$ cat src/rtl/bfra_pkg.sv
// ----------------------------------------------------------------------------
// bfra_pkg
// Types and constants shared by the bit field record access controller,
// datapath and top level.
// ----------------------------------------------------------------------------
package bfra_pkg;

	typedef enum logic [2:0] {
		OP_LOAD_BYTE,
		OP_READ_BYTE,
		OP_READ_FIELD,
		OP_WRITE_FIELD,
		OP_READ_CHARS,
		OP_COUNT_ZEROS,
		OP_EMPTY_TEST
	} op_t;

	typedef enum logic [3:0] {
		ST_IDLE,
		ST_DECODE,
		ST_LOADB,
		ST_RDB_ISSUE,
		ST_RDB_WAIT,
		ST_FETCH,
		ST_LOAD,
		ST_BIT,
		ST_EMPTY_FETCH,
		ST_EMPTY_LOAD,
		ST_FINISH,
		ST_FAIL,
		ST_BAD
	} state_t;

	typedef enum logic [2:0] {
		PUSH_CHAR,
		PUSH_DONE,
		PUSH_FAIL,
		PUSH_BAD,
		PUSH_LOADB,
		PUSH_BYTE,
		PUSH_EMPTY_YES,
		PUSH_EMPTY_NO
	} push_kind_t;

	typedef struct packed {
		logic       start;
		logic       mem_rd_pos;
		logic       mem_rd_idx;
		logic       load_byte;
		logic       step;
		logic       empty_next;
		logic       wr_byte;
		logic       push;
		push_kind_t kind;
	} cmd_t;

	typedef struct packed {
		op_t  op;
		logic rem_zero;
		logic rem_one;
		logic in_bounds;
		logic grp_last;
		logic cut;
		logic byte_end;
		logic byte_nz;
		logic out_free;
		logic wide;
		logic bidx_ok;
	} status_t;

	localparam logic [5:0] LEN_RESET  = 6'd32;
	localparam logic [5:0] CHAR_CAP   = 6'd51;
	localparam logic [8:0] FIELD_MAX  = 9'd32;
	localparam logic [4:0] CODE_SPACE = 5'd27;
	localparam logic [7:0] CH_AT      = 8'h40;
	localparam logic [7:0] CH_SPACE   = 8'h20;
	localparam logic [7:0] MSB_MASK   = 8'h80;
	localparam logic [7:0] BYTE_ZERO  = 8'h00;

endpackage

$ cat src/rtl/bfra_ctrl.sv
// ----------------------------------------------------------------------------
// bfra_ctrl
// Sequencer: decodes the request and steps the datapath byte by byte and
// bit by bit, holding where a result cannot yet be pushed.
// ----------------------------------------------------------------------------
module bfra_ctrl
	import bfra_pkg::*;
(
	input  logic    clk,
	input  logic    arst_n,
	input  logic    in_valid,
	output logic    in_ready,
	input  status_t st,
	output cmd_t    cmd
);

	state_t state_q, state_d;
	logic   is_chars;

	always_ff @(posedge clk or negedge arst_n) begin
		if (!arst_n) begin
			state_q <= ST_IDLE;
		end else begin
			state_q <= state_d;
		end
	end

	assign is_chars = (st.op == OP_READ_CHARS);

	always_comb begin
		state_d  = state_q;
		cmd      = '0;
		cmd.kind = PUSH_BAD;
		in_ready = 1'b0;
		case (state_q)
			ST_IDLE: begin
				in_ready = 1'b1;
				if (in_valid) begin
					cmd.start = 1'b1;
					state_d   = ST_DECODE;
				end
			end
			ST_DECODE: begin
				case (st.op)
					OP_LOAD_BYTE:   state_d = ST_LOADB;
					OP_READ_BYTE:   state_d = st.bidx_ok ? ST_RDB_ISSUE : ST_BAD;
					OP_READ_FIELD:  state_d = st.wide ? ST_FAIL : ST_FETCH;
					OP_WRITE_FIELD: state_d = st.wide ? ST_FAIL : ST_FETCH;
					OP_READ_CHARS:  state_d = ST_FETCH;
					OP_COUNT_ZEROS: state_d = ST_FETCH;
					OP_EMPTY_TEST:  state_d = ST_EMPTY_FETCH;
					default:        state_d = ST_BAD;
				endcase
			end
			ST_LOADB: begin
				if (st.out_free) begin
					cmd.wr_byte = 1'b1;
					cmd.push    = 1'b1;
					cmd.kind    = PUSH_LOADB;
					state_d     = ST_IDLE;
				end
			end
			ST_RDB_ISSUE: begin
				cmd.mem_rd_idx = 1'b1;
				state_d        = ST_RDB_WAIT;
			end
			ST_RDB_WAIT: begin
				if (st.out_free) begin
					cmd.push = 1'b1;
					cmd.kind = PUSH_BYTE;
					state_d  = ST_IDLE;
				end
			end
			ST_FETCH: begin
				if (st.rem_zero) begin
					state_d = ST_FINISH;
				end else if (!st.in_bounds) begin
					state_d = ST_FAIL;
				end else begin
					cmd.mem_rd_pos = 1'b1;
					state_d        = ST_LOAD;
				end
			end
			ST_LOAD: begin
				cmd.load_byte = 1'b1;
				state_d       = ST_BIT;
			end
			ST_BIT: begin
				if (is_chars && st.grp_last && st.cut) begin
					state_d = ST_FINISH;
				end else if (!(is_chars && st.grp_last && !st.out_free)) begin
					cmd.step = 1'b1;
					if (is_chars && st.grp_last) begin
						cmd.push = 1'b1;
						cmd.kind = PUSH_CHAR;
					end
					if (st.rem_one) begin
						state_d = ST_FINISH;
					end else if (st.byte_end) begin
						state_d = ST_FETCH;
					end
				end
			end
			ST_EMPTY_FETCH: begin
				if (!st.in_bounds) begin
					if (st.out_free) begin
						cmd.push = 1'b1;
						cmd.kind = PUSH_EMPTY_YES;
						state_d  = ST_IDLE;
					end
				end else begin
					cmd.mem_rd_pos = 1'b1;
					state_d        = ST_EMPTY_LOAD;
				end
			end
			ST_EMPTY_LOAD: begin
				if (st.byte_nz) begin
					if (st.out_free) begin
						cmd.push = 1'b1;
						cmd.kind = PUSH_EMPTY_NO;
						state_d  = ST_IDLE;
					end
				end else begin
					cmd.empty_next = 1'b1;
					state_d        = ST_EMPTY_FETCH;
				end
			end
			ST_FINISH: begin
				if (st.out_free) begin
					cmd.push = 1'b1;
					cmd.kind = PUSH_DONE;
					state_d  = ST_IDLE;
				end
			end
			ST_FAIL: begin
				if (st.out_free) begin
					cmd.push = 1'b1;
					cmd.kind = PUSH_FAIL;
					state_d  = ST_IDLE;
				end
			end
			ST_BAD: begin
				if (st.out_free) begin
					cmd.push = 1'b1;
					cmd.kind = PUSH_BAD;
					state_d  = ST_IDLE;
				end
			end
			default: begin
				state_d = ST_IDLE;
			end
		endcase
	end

endmodule

$ cat src/rtl/bfra_datapath.sv
// ----------------------------------------------------------------------------
// bfra_datapath
// Record store, bit position and count registers, accumulator, char decode
// and the result register toward the output channel.
// ----------------------------------------------------------------------------
module bfra_datapath
	import bfra_pkg::*;
#(
	parameter int RECORD_BYTES = 32
) (
	input  logic        clk,
	input  logic        arst_n,
	input  cmd_t        cmd,
	output status_t     st,
	input  logic [2:0]  in_opcode,
	input  logic [4:0]  in_byte_index,
	input  logic [7:0]  in_byte_value,
	input  logic [8:0]  in_start_bit,
	input  logic [8:0]  in_nbits,
	input  logic [31:0] in_write_value,
	input  logic [7:0]  in_max_chars,
	input  logic        cfg_we,
	input  logic [5:0]  cfg_wdata,
	output logic        out_valid,
	input  logic        out_ready,
	output logic [31:0] out_result_value,
	output logic [8:0]  out_next_bit,
	output logic        out_ok,
	output logic        out_last
);

	localparam int AW         = (RECORD_BYTES > 1) ? $clog2(RECORD_BYTES) : 1;
	localparam int TOTAL_BITS = RECORD_BYTES * 8;

	logic [7:0]              mem [RECORD_BYTES];
	logic [RECORD_BYTES-1:0] vld_q;
	logic [7:0]              rdata_q;
	logic                    rvld_q;

	logic [5:0]  len_q;
	op_t         op_q;
	logic [8:0]  pos_q;
	logic [8:0]  rem_q;
	logic [31:0] acc_q;
	logic [31:0] wsh_q;
	logic [2:0]  grp_q;
	logic [5:0]  n_q;
	logic [5:0]  cap_q;
	logic        okf_q;
	logic        wide_q;
	logic [4:0]  bidx_q;
	logic [7:0]  bval_q;
	logic [7:0]  byte_q;

	logic        ovalid_q;
	logic [31:0] oval_q;
	logic [8:0]  onext_q;
	logic        ook_q;
	logic        olast_q;

	logic [15:0]   pos_bnum, idx_bnum;
	logic [AW-1:0] pos_addr, idx_addr, rd_addr, wr_addr;
	logic          rd_en, wr_en;
	logic [7:0]    wr_data;
	logic [7:0]    mem_out;
	logic [7:0]    bmask;
	logic          cur_bit;
	logic          wbit;
	logic [7:0]    new_byte;
	logic [4:0]    new5;
	logic [7:0]    ch;
	logic          bidx_ok;
	logic          out_free;
	logic          zero_over;
	logic          scan_from_zero;
	logic          zero_clamp;
	logic [5:0]    wshift;
	logic [5:0]    cap_in;

	logic [31:0] p_val;
	logic [8:0]  p_next;
	logic        p_ok;
	logic        p_last;

	assign pos_bnum = 16'(pos_q[8:3]);
	assign idx_bnum = 16'(bidx_q);
	assign pos_addr = pos_bnum[AW-1:0];
	assign idx_addr = idx_bnum[AW-1:0];
	assign bidx_ok  = idx_bnum < 16'(RECORD_BYTES);
	assign mem_out  = rvld_q ? rdata_q : BYTE_ZERO;
	assign out_free = !ovalid_q || out_ready;

	assign bmask    = MSB_MASK >> pos_q[2:0];
	assign cur_bit  = |(byte_q & bmask);
	assign wbit     = wsh_q[31];
	assign new_byte = wbit ? (byte_q | bmask) : (byte_q & ~bmask);
	assign new5     = {acc_q[3:0], cur_bit};

	always_comb begin
		if (new5 == 5'd0) begin
			ch = CH_AT;
		end else if (new5 == CODE_SPACE) begin
			ch = CH_SPACE;
		end else begin
			ch = CH_AT + 8'(new5);
		end
	end

	assign zero_over      = 32'(in_nbits) > 32'(TOTAL_BITS);
	assign scan_from_zero = (op_t'(in_opcode) == OP_COUNT_ZEROS) ||
	                        (op_t'(in_opcode) == OP_EMPTY_TEST);
	assign zero_clamp     = (op_t'(in_opcode) == OP_COUNT_ZEROS) && zero_over;
	assign wshift         = 6'd32 - in_nbits[5:0];
	assign cap_in         = (in_max_chars < 8'(CHAR_CAP)) ? in_max_chars[5:0] : CHAR_CAP;

	// store: one write and one registered read per cycle
	assign rd_en   = cmd.mem_rd_pos || cmd.mem_rd_idx;
	assign rd_addr = cmd.mem_rd_idx ? idx_addr : pos_addr;
	assign wr_en   = (cmd.wr_byte && bidx_ok) || (cmd.step && op_q == OP_WRITE_FIELD);
	assign wr_addr = cmd.wr_byte ? idx_addr : pos_addr;
	assign wr_data = cmd.wr_byte ? bval_q : new_byte;

	always_ff @(posedge clk) begin
		if (wr_en) begin
			mem[wr_addr] <= wr_data;
		end
		if (rd_en) begin
			rdata_q <= mem[rd_addr];
			rvld_q  <= vld_q[rd_addr];
		end
	end

	always_ff @(posedge clk or negedge arst_n) begin
		if (!arst_n) begin
			vld_q    <= '0;
			len_q    <= LEN_RESET;
			ovalid_q <= 1'b0;
		end else begin
			if (wr_en) begin
				vld_q[wr_addr] <= 1'b1;
			end
			if (cfg_we) begin
				len_q <= cfg_wdata;
			end
			if (cmd.push) begin
				ovalid_q <= 1'b1;
			end else if (out_ready) begin
				ovalid_q <= 1'b0;
			end
		end
	end

	always_ff @(posedge clk) begin
		if (cmd.start) begin
			op_q   <= op_t'(in_opcode);
			bidx_q <= in_byte_index;
			bval_q <= in_byte_value;
			acc_q  <= '0;
			grp_q  <= '0;
			n_q    <= '0;
			cap_q  <= cap_in;
			wsh_q  <= in_write_value << wshift;
			wide_q <= in_nbits > FIELD_MAX;
			okf_q  <= !zero_clamp;
			pos_q  <= scan_from_zero ? 9'd0 : in_start_bit;
			rem_q  <= zero_clamp ? 9'(TOTAL_BITS) : in_nbits;
		end
		if (cmd.load_byte) begin
			byte_q <= mem_out;
		end
		if (cmd.empty_next) begin
			pos_q <= pos_q + 9'd8;
		end
		if (cmd.step) begin
			pos_q <= pos_q + 9'd1;
			rem_q <= rem_q - 9'd1;
			case (op_q)
				OP_READ_FIELD: begin
					acc_q <= {acc_q[30:0], cur_bit};
				end
				OP_WRITE_FIELD: begin
					wsh_q  <= wsh_q << 1;
					byte_q <= new_byte;
				end
				OP_READ_CHARS: begin
					if (grp_q == 3'd4) begin
						acc_q <= '0;
						grp_q <= '0;
						n_q   <= n_q + 6'd1;
					end else begin
						acc_q <= 32'(new5);
						grp_q <= grp_q + 3'd1;
					end
				end
				OP_COUNT_ZEROS: begin
					acc_q <= acc_q + 32'(!cur_bit);
				end
				default: begin
				end
			endcase
		end
	end

	always_comb begin
		p_val  = '0;
		p_next = '0;
		p_ok   = 1'b0;
		p_last = 1'b1;
		case (cmd.kind)
			PUSH_CHAR: begin
				p_val  = 32'(ch);
				p_next = pos_q + 9'd1;
				p_ok   = 1'b1;
				p_last = 1'b0;
			end
			PUSH_DONE: begin
				if (op_q == OP_READ_FIELD || op_q == OP_COUNT_ZEROS) begin
					p_val = acc_q;
				end
				p_next = pos_q;
				p_ok   = (op_q == OP_COUNT_ZEROS) ? okf_q : 1'b1;
			end
			PUSH_FAIL: begin
				p_next = pos_q;
			end
			PUSH_LOADB: begin
				p_ok = bidx_ok;
			end
			PUSH_BYTE: begin
				p_val = 32'(mem_out);
				p_ok  = 1'b1;
			end
			PUSH_EMPTY_YES: begin
				p_val = 32'd1;
				p_ok  = 1'b1;
			end
			PUSH_EMPTY_NO: begin
				p_ok = 1'b1;
			end
			default: begin
			end
		endcase
	end

	always_ff @(posedge clk) begin
		if (cmd.push) begin
			oval_q  <= p_val;
			onext_q <= p_next;
			ook_q   <= p_ok;
			olast_q <= p_last;
		end
	end

	assign out_valid        = ovalid_q;
	assign out_result_value = oval_q;
	assign out_next_bit     = onext_q;
	assign out_ok           = ook_q;
	assign out_last         = olast_q;

	always_comb begin
		st           = '0;
		st.op        = op_q;
		st.rem_zero  = (rem_q == 9'd0);
		st.rem_one   = (rem_q == 9'd1);
		st.in_bounds = (op_q == OP_COUNT_ZEROS) ||
		               ((pos_bnum < 16'(len_q)) && (pos_bnum < 16'(RECORD_BYTES)));
		st.grp_last  = (grp_q == 3'd4);
		st.cut       = (n_q >= cap_q);
		st.byte_end  = &pos_q[2:0];
		st.byte_nz   = (mem_out != BYTE_ZERO);
		st.out_free  = out_free;
		st.wide      = wide_q;
		st.bidx_ok   = bidx_ok;
	end

endmodule

$ cat src/rtl/bit_field_record_access_core.sv
// ----------------------------------------------------------------------------
// bit_field_record_access_core
// Byte record with byte load/read, MSB-first bit field read/write, 5-bit
// char decode, zero bit count and empty test.
// ----------------------------------------------------------------------------
//  channel | dir | handshake         | payload
//  s       | in  | s_tvalid/s_tready | s_tuser opcode, s_tdata operands
//  m       | out | m_tvalid/m_tready | m_tdata result, m_tlast last result
//  cfg     | in  | cfg_valid/ready   | cfg_data record_length
//
//  Bit ops walk the store one bit a cycle, holding while a char result
//  waits for the output register, with a fetch and a load for each byte
//  touched (single store read port); the empty test fetches and loads each
//  byte scanned. Reset clears the store valid bits at once, no sweep. A new
//  request is taken while the last result waits in the output register;
//  each result stalls its request until the output register is free.
// ----------------------------------------------------------------------------
module bit_field_record_access_core
	import bfra_pkg::*;
#(
	parameter int RECORD_BYTES = 32
) (
	input  logic        clk,
	input  logic        arst_n,
	input  logic        s_tvalid,
	output logic        s_tready,
	// byte_index, byte_value, start_bit, nbits, write_value, max_chars, pad
	input  logic [71:0] s_tdata,
	// opcode
	input  logic [2:0]  s_tuser,
	output logic        m_tvalid,
	input  logic        m_tready,
	// result_value, next_bit, ok, pad
	output logic [47:0] m_tdata,
	output logic        m_tlast,
	input  logic        cfg_valid,
	output logic        cfg_ready,
	input  logic [5:0]  cfg_data
);

	cmd_t        cmd;
	status_t     st;
	logic [31:0] res_value;
	logic [8:0]  res_next;
	logic        res_ok;

	assign cfg_ready = 1'b1;

	bfra_ctrl u_ctrl (
		.clk      (clk),
		.arst_n   (arst_n),
		.in_valid (s_tvalid),
		.in_ready (s_tready),
		.st       (st),
		.cmd      (cmd)
	);

	bfra_datapath #(
		.RECORD_BYTES (RECORD_BYTES)
	) u_datapath (
		.clk              (clk),
		.arst_n           (arst_n),
		.cmd              (cmd),
		.st               (st),
		.in_opcode        (s_tuser),
		.in_byte_index    (s_tdata[4:0]),
		.in_byte_value    (s_tdata[12:5]),
		.in_start_bit     (s_tdata[21:13]),
		.in_nbits         (s_tdata[30:22]),
		.in_write_value   (s_tdata[62:31]),
		.in_max_chars     (s_tdata[70:63]),
		.cfg_we           (cfg_valid && cfg_ready),
		.cfg_wdata        (cfg_data),
		.out_valid        (m_tvalid),
		.out_ready        (m_tready),
		.out_result_value (res_value),
		.out_next_bit     (res_next),
		.out_ok           (res_ok),
		.out_last         (m_tlast)
	);

	assign m_tdata = {6'd0, res_ok, res_next, res_value};

endmodule

$ cat config.mk
export PLATFORM = sky130hd
export DESIGN_NAME = bit_field_record_access_core
export DESIGN_NICKNAME = d
export VERILOG_FILES = /design/src/rtl/bfra_pkg.sv /design/src/rtl/bfra_ctrl.sv /design/src/rtl/bfra_datapath.sv /design/src/rtl/bit_field_record_access_core.sv
export SDC_FILE = /design/constraint.sdc
export NUM_CORES = 1
export LEC_CHECK = 0
export ABC_AREA = 1
export BUFFER_PORTS_ARGS = -buffer_cell sky130_fd_sc_hd__buf_2
export CAP_MARGIN = 15
export CELL_PAD_IN_SITES_DETAIL_PLACEMENT = 0
export CELL_PAD_IN_SITES_GLOBAL_PLACEMENT = 1
export CORE_MARGIN = 1.5
export CORE_UTILIZATION = 40
export DETAILED_ROUTE_END_ITERATION = 7
export PLACE_DENSITY_LB_ADDON = 0.3
export SYNTH_ARGS = -nofsm -noshare
export SYNTH_HDL_FRONTEND = slang
export SYNTH_HIERARCHICAL = 1
export SYNTH_SLANG_ARGS = --single-unit
export TNS_END_PERCENT = 100
$ cat constraint.sdc
create_clock -name clk -period 5.5 [get_ports clk]
set_input_delay 0.55 -clock clk [delete_from_list [all_inputs] [get_ports clk]]
set_output_delay 0.55 -clock clk [all_outputs]
set_load 0.01 [all_outputs]
==> key figures <==
Worst hold path
  • Hold Path Class: in2reg

Setup path
  • Top Family by Delay on Critical Path: simple AND/OR/NAND/NOR gates
  • CP Depth: 15
  • Worst Setup End Kind: register
  • Crit path DAT: 4.53 ns
  • Crit path cell chain: inv_1, ha_1, inv_1, nor2_1, o211ai_1, o2111ai_1, nand3_1, nand2_1, a21oi_1, buf_4, nand4_1, nand2_1, nand3_1, buf_4, nor2_1
  • FF-to-FF End: u_datapath/mem[19][3]$_DFFE_PP_
  • Slowest cell on the critical path: nand3_1
  • Worst setup path category: reg2reg
  • Worst flop-to-flop path startpoint: u_datapath/cap_q[1]$_SDFFCE_PP1P_
  • Critical path buffers and inverters: 4
  • Critical Path RT: 5.75 ns
  • Worst setup path startpoint: u_datapath/cap_q[1]$_SDFFCE_PP1P_
  • Type of origin of the critical path: register
  • Max incr delay on CP: 0.62 ns
  • Critical path endpoint: u_datapath/mem[19][3]$_DFFE_PP_
  • CP max FO: 17
  • Worst R2R Path Depth: 15
  • R2R Setup Slk: 1.22 ns

GRT
  • Largest net degree at the start of global routing: 93
  • Initial antenna violation count: 3
  • M1 GR Usage: 30.76%
  • Global-route wire length before repair: 106.9 mm
  • Grt met3 use: 2.506%
  • GR peak layer: met2
  • Total track usage: 21.60%
  • Grt ovf: 0
  • Number of global-route vias before repair: 19,170
  • Met2 Usage GRT: 34.79%

STA
  • Hold violation count in the final report: 0
  • F_max: 0.2338 GHz
  • Crit path time final: 4.276 ns
  • Crit share post-route: 77.75%
  • Max_slew headroom: 28.21%
  • Tightest Pin Transition: 1.077 ns
  • Number of setup violations in the final report: 0
  • Setup TNS: 0 ns
  • Fin. max-slew vios: 0
  • Clock Skew: 0.05708 ns
  • RSZ-0062 raised after global routing: no

Floorplanning
  • Core box area: 60,470 um2
  • IO Count: 138
  • Row cnt: 90
  • Die Span X: 250.8 um
  • Die area: 62,890 um2
  • Initial Util: 40.61%
  • Die Span Y: 250.8 um

Clock network
  • Clk slew on worst S/H paths: 0.06 ns
  • Clk buf depth: 3
  • CTS Buf Count: 54
  • Clock latency on the worst-skew pair: 0.63 ns
  • Clock sinks: 474
  • Post-CTS resize count: 0
  • CTS tree: yes
  • H-tree depth: 2
  • Root Driver: clkbuf_16
  • CTS Hold Bufs: 0
  • Post-CTS Setup Bufs: 0

Route
  • Final wirelength: 68.66 mm
  • DR iter-0 viols: 1,666
  • Via Count: 20,300
  • Vias per cell: 5.133
  • Drt wl/cell: 17.37 um
  • DRC violations left: 0
  • First-pass DRT Iterations: 6
  • ANT nets after route: 0

Job
  • Total of max-cap violations: 0

Synthesis
  • Synth top area share: 42.80%
  • Post-Synthesis Cell Area: 24,560 um2
  • Asr flop ratio synth: 9.072%
  • Top FF cell, synth: edfxtp_1
  • Largest area contributor in the netlist: edfxtp_1
  • Sequential cell area fraction in the yosys report: 53.79%
  • Synthesis Warnings: 6
  • Post-synth EDFFs: 350
  • Post-synth cell types: 53
  • Cells after Synth: 3,033
  • Avg Cell Area, Syn: 8.096 um2
  • Cells taking the most area after synthesis: edfxtp_1 43%, nand2_1 15%, nand3_1 9.3%
  • Seq cells post-synth: 474

Place
  • Port bufs: 129
  • Placed cell count: 3,851
  • RD Place Congestion: 0.9129
  • Post-DP HPWL: 46.46 mm

Final layout
  • Share of cells above drive strength 1: 9.713%
  • Commonest non-fill, non-tap cell in the layout: nand2_1
  • Most frequent cells in the layout: 954 x nand2_1, 458 x nand3_1, 383 x inv_1, 350 x edfxtp_1, 216 x nor2_1
  • Final net count: 3,241
  • Fin cells: 3,954
  • Layout fillers: 5,971
  • Final Core Density: 45.95%
  • Synth-to-layout area growth: 13.16%

Power
  • Max IR drop VDD: 0.3564 mV
  • Leakage: 12.11 nW
  • Pwr Density: 451.4 nW/um2

Outcome
  • Run status: completed
state kept, by name (all words and copies together) (netlist names), 3 cells and up:
register and flops:
u_ctrl/state_q 4, u_datapath/acc_q 32, u_datapath/bidx_q 5, u_datapath/bval_q 8, u_datapath/byte_q 8, u_datapath/cap_q 6
u_datapath/grp_q 3, u_datapath/len_q 6, u_datapath/mem 256, u_datapath/n_q 6, u_datapath/op_q 3, u_datapath/out_next_bit 9
u_datapath/out_result_value 32, u_datapath/pos_q 9, u_datapath/rdata_q 8, u_datapath/rem_q 9, u_datapath/vld_q 32, u_datapath/wsh_q 32
synthesized netlist by cell type (11+ instances only):
master,instances
or2_2,14
ha_1,28
o21ai_1,14
o21ai_0,138
edfxtp_1,350
buf_2,58
nor3_1,18
xor2_1,11
buf_4,14
dfrtp_1,42
clkbuf_1,45
dfxtp_1,81
nand3_1,458
nand2_1,955
a21oi_1,92
inv_1,383
nor2_1,219
cell type report:
cell class,instances,area (um2),area share (%)
flip-flops and latches,474,13210,47.53
multi-input cells,2037,9256,33.31
repair buffers,165,943.4,3.395
diodes,1,2.502,0.009005
well taps,782,978.4,3.521
inverters,395,1483,5.336
clock buffers,67,1440,5.183
clock inverters,33,475.5,1.711
through the flow:
step / area, um2 / power (W) / hold WS, ns / setup WS (ns)
floorplan: 24570 / 0.007370 / 0.2544 / 2.168
global placement: 25840 / 0.008736 / 0.4369 / 1.252
detailed placement: 25840 / 0.008786 / 0.4460 / 1.148
CTS: 27760 / 0.01264 / 0.06550 / 1.222
global route: 27790 / 0.01321 / 0.07001 / 1.021
finish: 27790 / 0.01254 / 0.1033 / 1.224
worst reg2reg max path, cell delays in order, from the launching register on:
cell and delay, ns:
edfxtp_1 0.36, inv_1 0.06, ha_1 0.23, inv_1 0.06, nor2_1 0.04, o211ai_1 0.17, o2111ai_1 0.28, nand3_1 0.26
nand2_1 0.07, a21oi_1 0.12, buf_4 0.25, nand4_1 0.30, nand2_1 0.23, nand3_1 0.62, buf_4 0.40, nor2_1 0.51
where the power goes:
group | total, W | switching (W) | leakage, nW | internal (W)
clock | 0.00383 | 0.00149 | 0.933 | 0.00234
sequential | 0.00495 | 0.000215 | 4.25 | 0.00473
combinational | 0.00377 | 0.00280 | 6.93 | 0.000966
logic make-up (layout without fill, tap and decap cells):
kind of cell,after synthesis,in the layout,share of synthesized area [%]
other,3,9,0.04585
adder cells (fa/ha/maj),28,28,1.427
buffers and inverters,527,660,8.815
AND/OR/NAND/NOR,1695,1695,28.88
flip-flops,474,474,53.79
AO/OA/AOI/OAI,293,293,6.568
multiplexers,1,1,0.04585
XOR/XNOR,12,12,0.4280
worst min-delay path by stage:
| stage | from | to | cells past startpoint | slack (ns) |
|---|---|---|---|---|
| after global placement | u_datapath/vld_q[14]$_DFFE_PN0N_ | u_datapath/vld_q[14]$_DFFE_PN0N_ | 2 | 0.44 |
| after CTS | s_tdata[8] | u_datapath/bval_q[3]$_DFFE_PP_ | 1 | 0.07 |
| final | s_tdata[6] | u_datapath/bval_q[1]$_DFFE_PP_ | 1 | 0.10 |
| after global routing | s_tdata[8] | u_datapath/bval_q[3]$_DFFE_PP_ | 1 | 0.07 |
| after floorplan | arst_n | u_ctrl/state_q[0]$_DFFE_PN0P_ | 0 | 0.25 |
| after detailed placement | u_datapath/vld_q[14]$_DFFE_PN0N_ | u_datapath/vld_q[14]$_DFFE_PN0N_ | 2 | 0.45 |
per-layer routing:
metal,share of wire [%],vias up
li1,-,10070
met1,46,9517
met2,46,604
met3,5.7,102
met4,2.1,0
met5,0,-
Note: power is estimated with default switching activity, not from simulation.
